===== src/rtl/core/rvec_pkg.sv =====
// ----------------------------------------------------------------------------
// rvec_pkg
// Fixed widths and constants of the refraction vector pipeline.
// ----------------------------------------------------------------------------
package rvec_pkg;

	localparam int IN_W  = 16;	// vector component width
	localparam int ETA_W = 16;	// refraction ratio width
	localparam int OUT_W = 20;	// result component width
	localparam int SQ_R  = 4;	// root bits resolved per square-root stage

	localparam logic signed [OUT_W-1:0] OUT_MAX = {1'b0, {(OUT_W-1){1'b1}}};
	localparam logic signed [OUT_W-1:0] OUT_MIN = {1'b1, {(OUT_W-1){1'b0}}};

endpackage


===== src/rtl/core/rvec_sqrt_pipe.sv =====
// ----------------------------------------------------------------------------
// rvec_sqrt_pipe
// Pipelined integer square root (floor), SQ_R root bits per stage, with a
// sideband word carried alongside.
// ----------------------------------------------------------------------------
module rvec_sqrt_pipe import rvec_pkg::*; #(
	parameter int RAD_W = 43,
	parameter int SB_W  = 8,
	localparam int NS     = ((RAD_W + 1) / 2 + SQ_R - 1) / SQ_R,
	localparam int ROOT_W = NS * SQ_R
) (
	input  logic              clk,
	input  logic              arst_n,
	input  logic              in_valid,
	output logic              in_stall,
	input  logic [RAD_W-1:0]  in_rad,
	input  logic [SB_W-1:0]   in_sb,
	output logic              out_valid,
	input  logic              out_stall,
	output logic [ROOT_W-1:0] out_root,
	output logic [SB_W-1:0]   out_sb
);

	localparam int PAD_W = 2 * ROOT_W;
	localparam int RM_W  = ROOT_W + 3;

	logic              v_s    [NS];
	logic              en     [NS];
	logic [PAD_W-1:0]  rad_s  [NS];
	logic [RM_W-1:0]   rem_s  [NS];
	logic [ROOT_W-1:0] root_s [NS];
	logic [SB_W-1:0]   sb_s   [NS];

	for (genvar j = 0; j < NS; j++) begin : g_stage
		logic [PAD_W-1:0]  cur_rad;
		logic [RM_W-1:0]   cur_rem;
		logic [ROOT_W-1:0] cur_root;
		logic [SB_W-1:0]   cur_sb;
		logic              cur_v;
		logic [PAD_W-1:0]  nxt_rad;
		logic [RM_W-1:0]   nxt_rem;
		logic [ROOT_W-1:0] nxt_root;

		if (j == 0) begin : g_first
			assign cur_rad  = PAD_W'(in_rad);
			assign cur_rem  = '0;
			assign cur_root = '0;
			assign cur_sb   = in_sb;
			assign cur_v    = in_valid;
		end else begin : g_next
			assign cur_rad  = rad_s[j-1];
			assign cur_rem  = rem_s[j-1];
			assign cur_root = root_s[j-1];
			assign cur_sb   = sb_s[j-1];
			assign cur_v    = v_s[j-1];
		end

		if (j == NS - 1) begin : g_en_last
			assign en[j] = !v_s[j] || !out_stall;
		end else begin : g_en_mid
			assign en[j] = !v_s[j] || en[j+1];
		end

		// restoring digit recurrence, two radicand bits per step
		always_comb begin
			logic [PAD_W-1:0]  rd;
			logic [RM_W-1:0]   rm;
			logic [RM_W-1:0]   trial;
			logic [ROOT_W-1:0] rt;
			rd = cur_rad;
			rm = cur_rem;
			rt = cur_root;
			for (int i = 0; i < SQ_R; i++) begin
				rm    = {rm[RM_W-3:0], rd[PAD_W-1 -: 2]};
				rd    = rd << 2;
				trial = {1'b0, rt, 2'b01};
				if (rm >= trial) begin
					rm = rm - trial;
					rt = {rt[ROOT_W-2:0], 1'b1};
				end else begin
					rt = {rt[ROOT_W-2:0], 1'b0};
				end
			end
			nxt_rad  = rd;
			nxt_rem  = rm;
			nxt_root = rt;
		end

		always_ff @(posedge clk or negedge arst_n) begin
			if (!arst_n) begin
				v_s[j] <= 1'b0;
			end else if (en[j]) begin
				v_s[j] <= cur_v;
			end
		end

		always_ff @(posedge clk) begin
			if (en[j]) begin
				rad_s[j]  <= nxt_rad;
				rem_s[j]  <= nxt_rem;
				root_s[j] <= nxt_root;
				sb_s[j]   <= cur_sb;
			end
		end
	end

	assign in_stall  = !en[0];
	assign out_valid = v_s[NS-1];
	assign out_root  = root_s[NS-1];
	assign out_sb    = sb_s[NS-1];

endmodule


===== config.mk =====
export PLATFORM = sky130hd
export DESIGN_NAME = rvec_sqrt_pipe
export DESIGN_NICKNAME = d
export VERILOG_FILES = /design/src/rtl/core/rvec_pkg.sv /design/src/rtl/core/rvec_sqrt_pipe.sv
export SDC_FILE = /design/constraint.sdc
export NUM_CORES = 1
export LEC_CHECK = 0
export BUFFER_PORTS_ARGS = -buffer_cell sky130_fd_sc_hd__buf_2
export CORE_MARGIN = 4
export CORE_UTILIZATION = 57
export CTS_BUF_LIST = sky130_fd_sc_hd__clkbuf_4
export DETAILED_ROUTE_END_ITERATION = 8
export PLACE_DENSITY = 0.77
export SYNTH_ARGS = -nofsm -noshare
export SYNTH_HDL_FRONTEND = slang
export SYNTH_SLANG_ARGS = --single-unit

===== constraint.sdc =====
create_clock -name clk -period 10.2 [get_ports clk]
set_input_delay 1.02 -clock clk [delete_from_list [all_inputs] [get_ports clk]]
set_output_delay 1.02 -clock clk [all_outputs]
set_load 0.01 [all_outputs]

### Yosys cells after proc, flatten, opt, wreduce, memory -nomap -nowiden

Memory sizes are Yosys's and may differ from the RTL's.
Index checks and enable logic that the tools add are counted.

* logic and storage cells: 124
* memory bits (writable): 594
* register bits: 6
* output and inout port bits: 34
* input port bits: 55
* memories kept: 4

Memories
* rad_s: depth 6, width 40, rd ports 5, clocked after Yosys merged registers in 0, wr ports 6, line rvec_sqrt_pipe.sv:29 `logic [PAD_W-1:0] rad_s [NS];`
* rem_s: depth 6, width 27, rd ports 5, clocked after Yosys merged registers in 0, wr ports 6, line rvec_sqrt_pipe.sv:30 `logic [RM_W-1:0] rem_s [NS];`
* root_s: depth 6, width 24, rd ports 6, clocked after Yosys merged registers in 0, wr ports 6, line rvec_sqrt_pipe.sv:31 `logic [ROOT_W-1:0] root_s [NS];`
* sb_s: depth 6, width 8, rd ports 6, clocked after Yosys merged registers in 0, wr ports 6, line rvec_sqrt_pipe.sv:32 `logic [SB_W-1:0] sb_s [NS];`

* reductions and logical operators: 14
* add/sub/neg operators: 22
* mux-type cells: 56
* order comparisons: 22

Operators with widths (number)
* $ge 27x26->1: 20
* $mux 25: 16
* $sub 25x25->25: 15
* $mux 27: 6
* $sub 27x26->27: 5
* $mux 1: 34
* $ge 27x3->1: 1
* $sub 27x3->27: 1
* $logic_not 1->1: 8
* $logic_or 1x1->1: 6
* $sub 1x1->2 const B: 1
* $ge 1x1->1 const B: 1

### Depth between registers and ports, before layout

* depth after elaboration: 9
* mapped depth: 58

### Worst setup path after synthesis

No wires, ideal clock.

* kind: register -> register
* start: memory root_s[2][6] (netlist bit)
* end: memory rem_s[3][13] (netlist bit), data pin
* stages on the path, launching flop included: 53
* data required time: 9938 ps
* arrival time: 11117 ps
* path slack: -1179 ps
* library setup time: 262 ps
* cell sequence: edfxtp_1 -> inv_1 -> ha_1 -> a21oi_1 -> o21ai_1 -> or4_1 -> a21oi_2 -> nand2_1 -> clkbuf_1 -> clkbuf_1 -> a21oi_1 -> ha_1 -> and4_1 -> a221o_1 -> a221oi_1 -> nand2_1 -> a211oi_1 -> and3_1 -> [... 17 more ...] -> nand3_1 -> nand2_2 -> clkbuf_1 -> buf_1 -> a21oi_1 -> ha_1 -> a21o_1 -> a21oi_1 -> o21bai_1 -> a21o_1 -> a21oi_1 -> nand2_1 -> a22oi_1 -> nand4b_1 -> nor4_2 -> nand2_1 -> buf_2 -> mux2_1

RTL lines (line)
* start, declared: rvec_sqrt_pipe.sv:31
* end, declared: rvec_sqrt_pipe.sv:30

==> reports/summary.txt <==
core footprint -> 54,000 um2
Worst Path Required -> 10.80 ns
status -> finished, final reports clean
synth unique cells -> 108
Die X -> 242 um
fin. max-slew vios -> 0
Total Routing Usage GR -> 28.3%
cells after synthesis -> 3,484
endpoints failing setup -> 0
H-tree Lvls -> 3
final std cells w/o fill -> 4,540
syn avg cell area -> 8.97 um2
Final Worst Setup Slack -> 0.368 ns
flops & latches, synth -> 351
Via density -> 6.24
crit path buf inv count -> 3
Post-layout nets -> 4,097
Clock Tree Buf Depth -> 3
commonest non-fill, non-tap cells in the layout -> edfxtp_1 (345), nor2_1 (305), a21oi_1 (286), nand2_1 (266), ha_1 (256)
Die H -> 242 um
Crit Path Max Fanout -> 28
yosys warns -> 0
skew final -> 0.0703 ns
maximum clock rate -> 102 MHz
Synth Cell Area -> 31,200 um2
Tcrit/Tclk final -> 96.4%
cell area power density -> 369 nW/um2
initial antenna violation count -> 2
relative slew slack -> 31.3%
minimum clock period after layout -> 9.83 ns
via count -> 28,350
Final Hold Vio Count -> 0
P&R area growth vs syn -> 13.8%
Worst path most repeated cell -> a21o_1
RePlAce Congestion -> 0.975
WS Path Type -> reg2reg
total die area -> 58,600 um2
sequential fraction of the synthesis area -> 33.6%
total I/O pin count -> 89
main flop type after synthesis -> edfxtp_1
placed cell count -> 4,350
routing usage on met1 -> 39.6%
Antenna Nets Post-Route -> 0
GRT overflow -> 0
Slew @ Worst Pin -> 1.03 ns
number of global-route vias before repair -> 26,027
root buffer cell -> clkbuf_4
commonest non-fill, non-tap cell in the layout -> edfxtp_1
Num CTS Buffers -> 91
Worst Hold Class -> in2reg
Clock Latency Late Sink -> 0.91 ns
PortBufs -> 86
largest net degree at the start of global routing -> 73
detailed-placement wirelength estimate -> 68,700 um
worst path arrival time -> 10.43 ns
number of flops mapped to enable cells by yosys -> 345
RSZ-0062 raised after global routing -> true
Worst path top cell family by delay -> compound AO/OA/AOI/OAI gates
row cnt -> 85
total power -> 13,100 uW
drt wl/cell -> 19.3 um
starting density of the core -> 57.8%
number of max-cap violations -> 0
met3 usage -> 4.68%
met2 Resource Use GR -> 45.1%
first-pass GRT wire length -> 137,000 um
Largest stage delay, worst path -> 0.56 ns
GRT busiest layer -> met2
CTS tree -> done
total wire length -> 87,500 um
CTS Sinks -> 351
DP Worst Slack -> -0.00270 ns
Pre-antenna DRT Iters -> 6
Setup crit end kind -> flip-flop
Critical Path Start Type -> flip-flop
leakage -> 0.0153 uW
layout cells sized above 1 -> 17.2%
clock-pin slew on the worst setup and hold paths -> 0.07 ns
DRC -> 0
initial DRC count -> 2,858
async set or reset register ratio after synthesis -> 1.71%
peak supply drop -> 0.255 mV
critical path's slowest cell -> or4_4
==> state kept, by name, summed over array words and instances (netlist names) <==
register       flops
root_s            72
rad_s            120
out_valid          1
rem_s            105
sb_s              48
g_stage.cur_v      5
==> cell families after synthesis <==
| kind of cell | Yosys count | synth area share (%) |
|---|---|---|
| other | 1 | 0.0120 |
| muxes | 74 | 2.58 |
| buffers and inverters | 280 | 3.48 |
| AOI/OAI and AO/OA | 1015 | 21.3 |
| DFF | 351 | 33.6 |
| and+or+nand+nor | 1190 | 19.7 |
| adders and majority gates | 270 | 10.8 |
| xor gates and xnor gates | 303 | 8.50 |
==> routing by layer <==
layer,routed length [um],vias up
met5,11,-
met4,2470,2
met3,6930,164
met2,39600,1168
met1,38500,13267
li1,-,13749
==> through the flow <==
step	utilization [%]	instance area [um2]	hold WS, ns	setup TNS (ns)
after floorplan	-	31300	0.400	-0.0665
after global placement	62.2	33600	0.400	0
after detailed placement	62.2	33600	0.405	-0.00270
after CTS	64.5	34800	0.189	0
after global routing	65.8	35500	0.210	-0.315
final	65.8	35500	0.281	0
==> power by group <==
group | switching [uW] | internal, uW | leakage [uW]
Combinational | 5520 | 3850 | 0.0111
Clock | 615 | 610 | 0.000706
Sequential | 299 | 2220 | 0.00346
Total | 6430 | 6680 | 0.0153
==> Yosys cell counts, drive strengths merged (46+ instances only) <==
master | instances | area share [%]
nand3 | 97 | 1.6
nor4 | 46 | 1.1
clkbuf | 62 | 0.76
a21oi | 308 | 4.9
xnor2 | 201 | 5.6
ha | 270 | 11
a21o | 131 | 3.1
inv | 190 | 2.3
nor2 | 309 | 3.7
mux2 | 51 | 1.8
o21ai | 193 | 3.1
edfxtp | 345 | 33
nand2 | 273 | 3.3
nand4 | 56 | 1.1
xor2 | 102 | 2.9
nor3 | 92 | 1.5
nand2b | 46 | 0.92
==> repair_timing <==
| item | 4_1_cts | 5_1_grt |
|---|---|---|
| pin swaps | 0 | 28 |
| endpoints found under the setup margin | 1 | 79 |
| resized for setup | 3 | 123 |
| endpoints found under the hold margin | 6 | 0 |
| buffers inserted | 2 | 20 |
| hold buffers | 1 | 0 |
| cloned | 0 | 2 |
==> worst reg2reg max path, delay by kind of cell (launching register included) <==
| family | cells | cell delay (ns) |
|---|---|---|
| AOI/OAI and AO/OA | 24 | 4.49 |
| and+or+nand+nor | 16 | 2.23 |
| adders and majority gates | 4 | 1.24 |
| muxes | 2 | 0.70 |
| buffers and inverters | 3 | 0.48 |
| DFF | 1 | 0.42 |
==> final cells by class <==
type,instances,area [um2]
antenna,2,5.00
clock buffer,132,991
clock inverter,31,195
fill,4517,18500
inverter,193,733
multi-input combinational,2854,20200
sequential,351,10500
tap,696,871
timing repair buffer,281,2030
==> path summary, 6_finish.rpt <==
path / endpoint / slack (ns) / startpoint / cells after the start
min reg2reg: rad_s[3][34] / 0.39 / rad_s[2][26] / 0
max in group asynchronous: out_valid / 9.48 / arst_n / 2
min: rad_s[0][38] / 0.28 / in_rad[38] / 1
max: root_s[5][0] / 0.37 / root_s[4][4] / 49
min in group asynchronous: g_stage[3].cur_v / 0.52 / arst_n / 2
max reg2reg: root_s[5][0] / 0.37 / root_s[4][4] / 49
(Power assumes the default switching activity.)
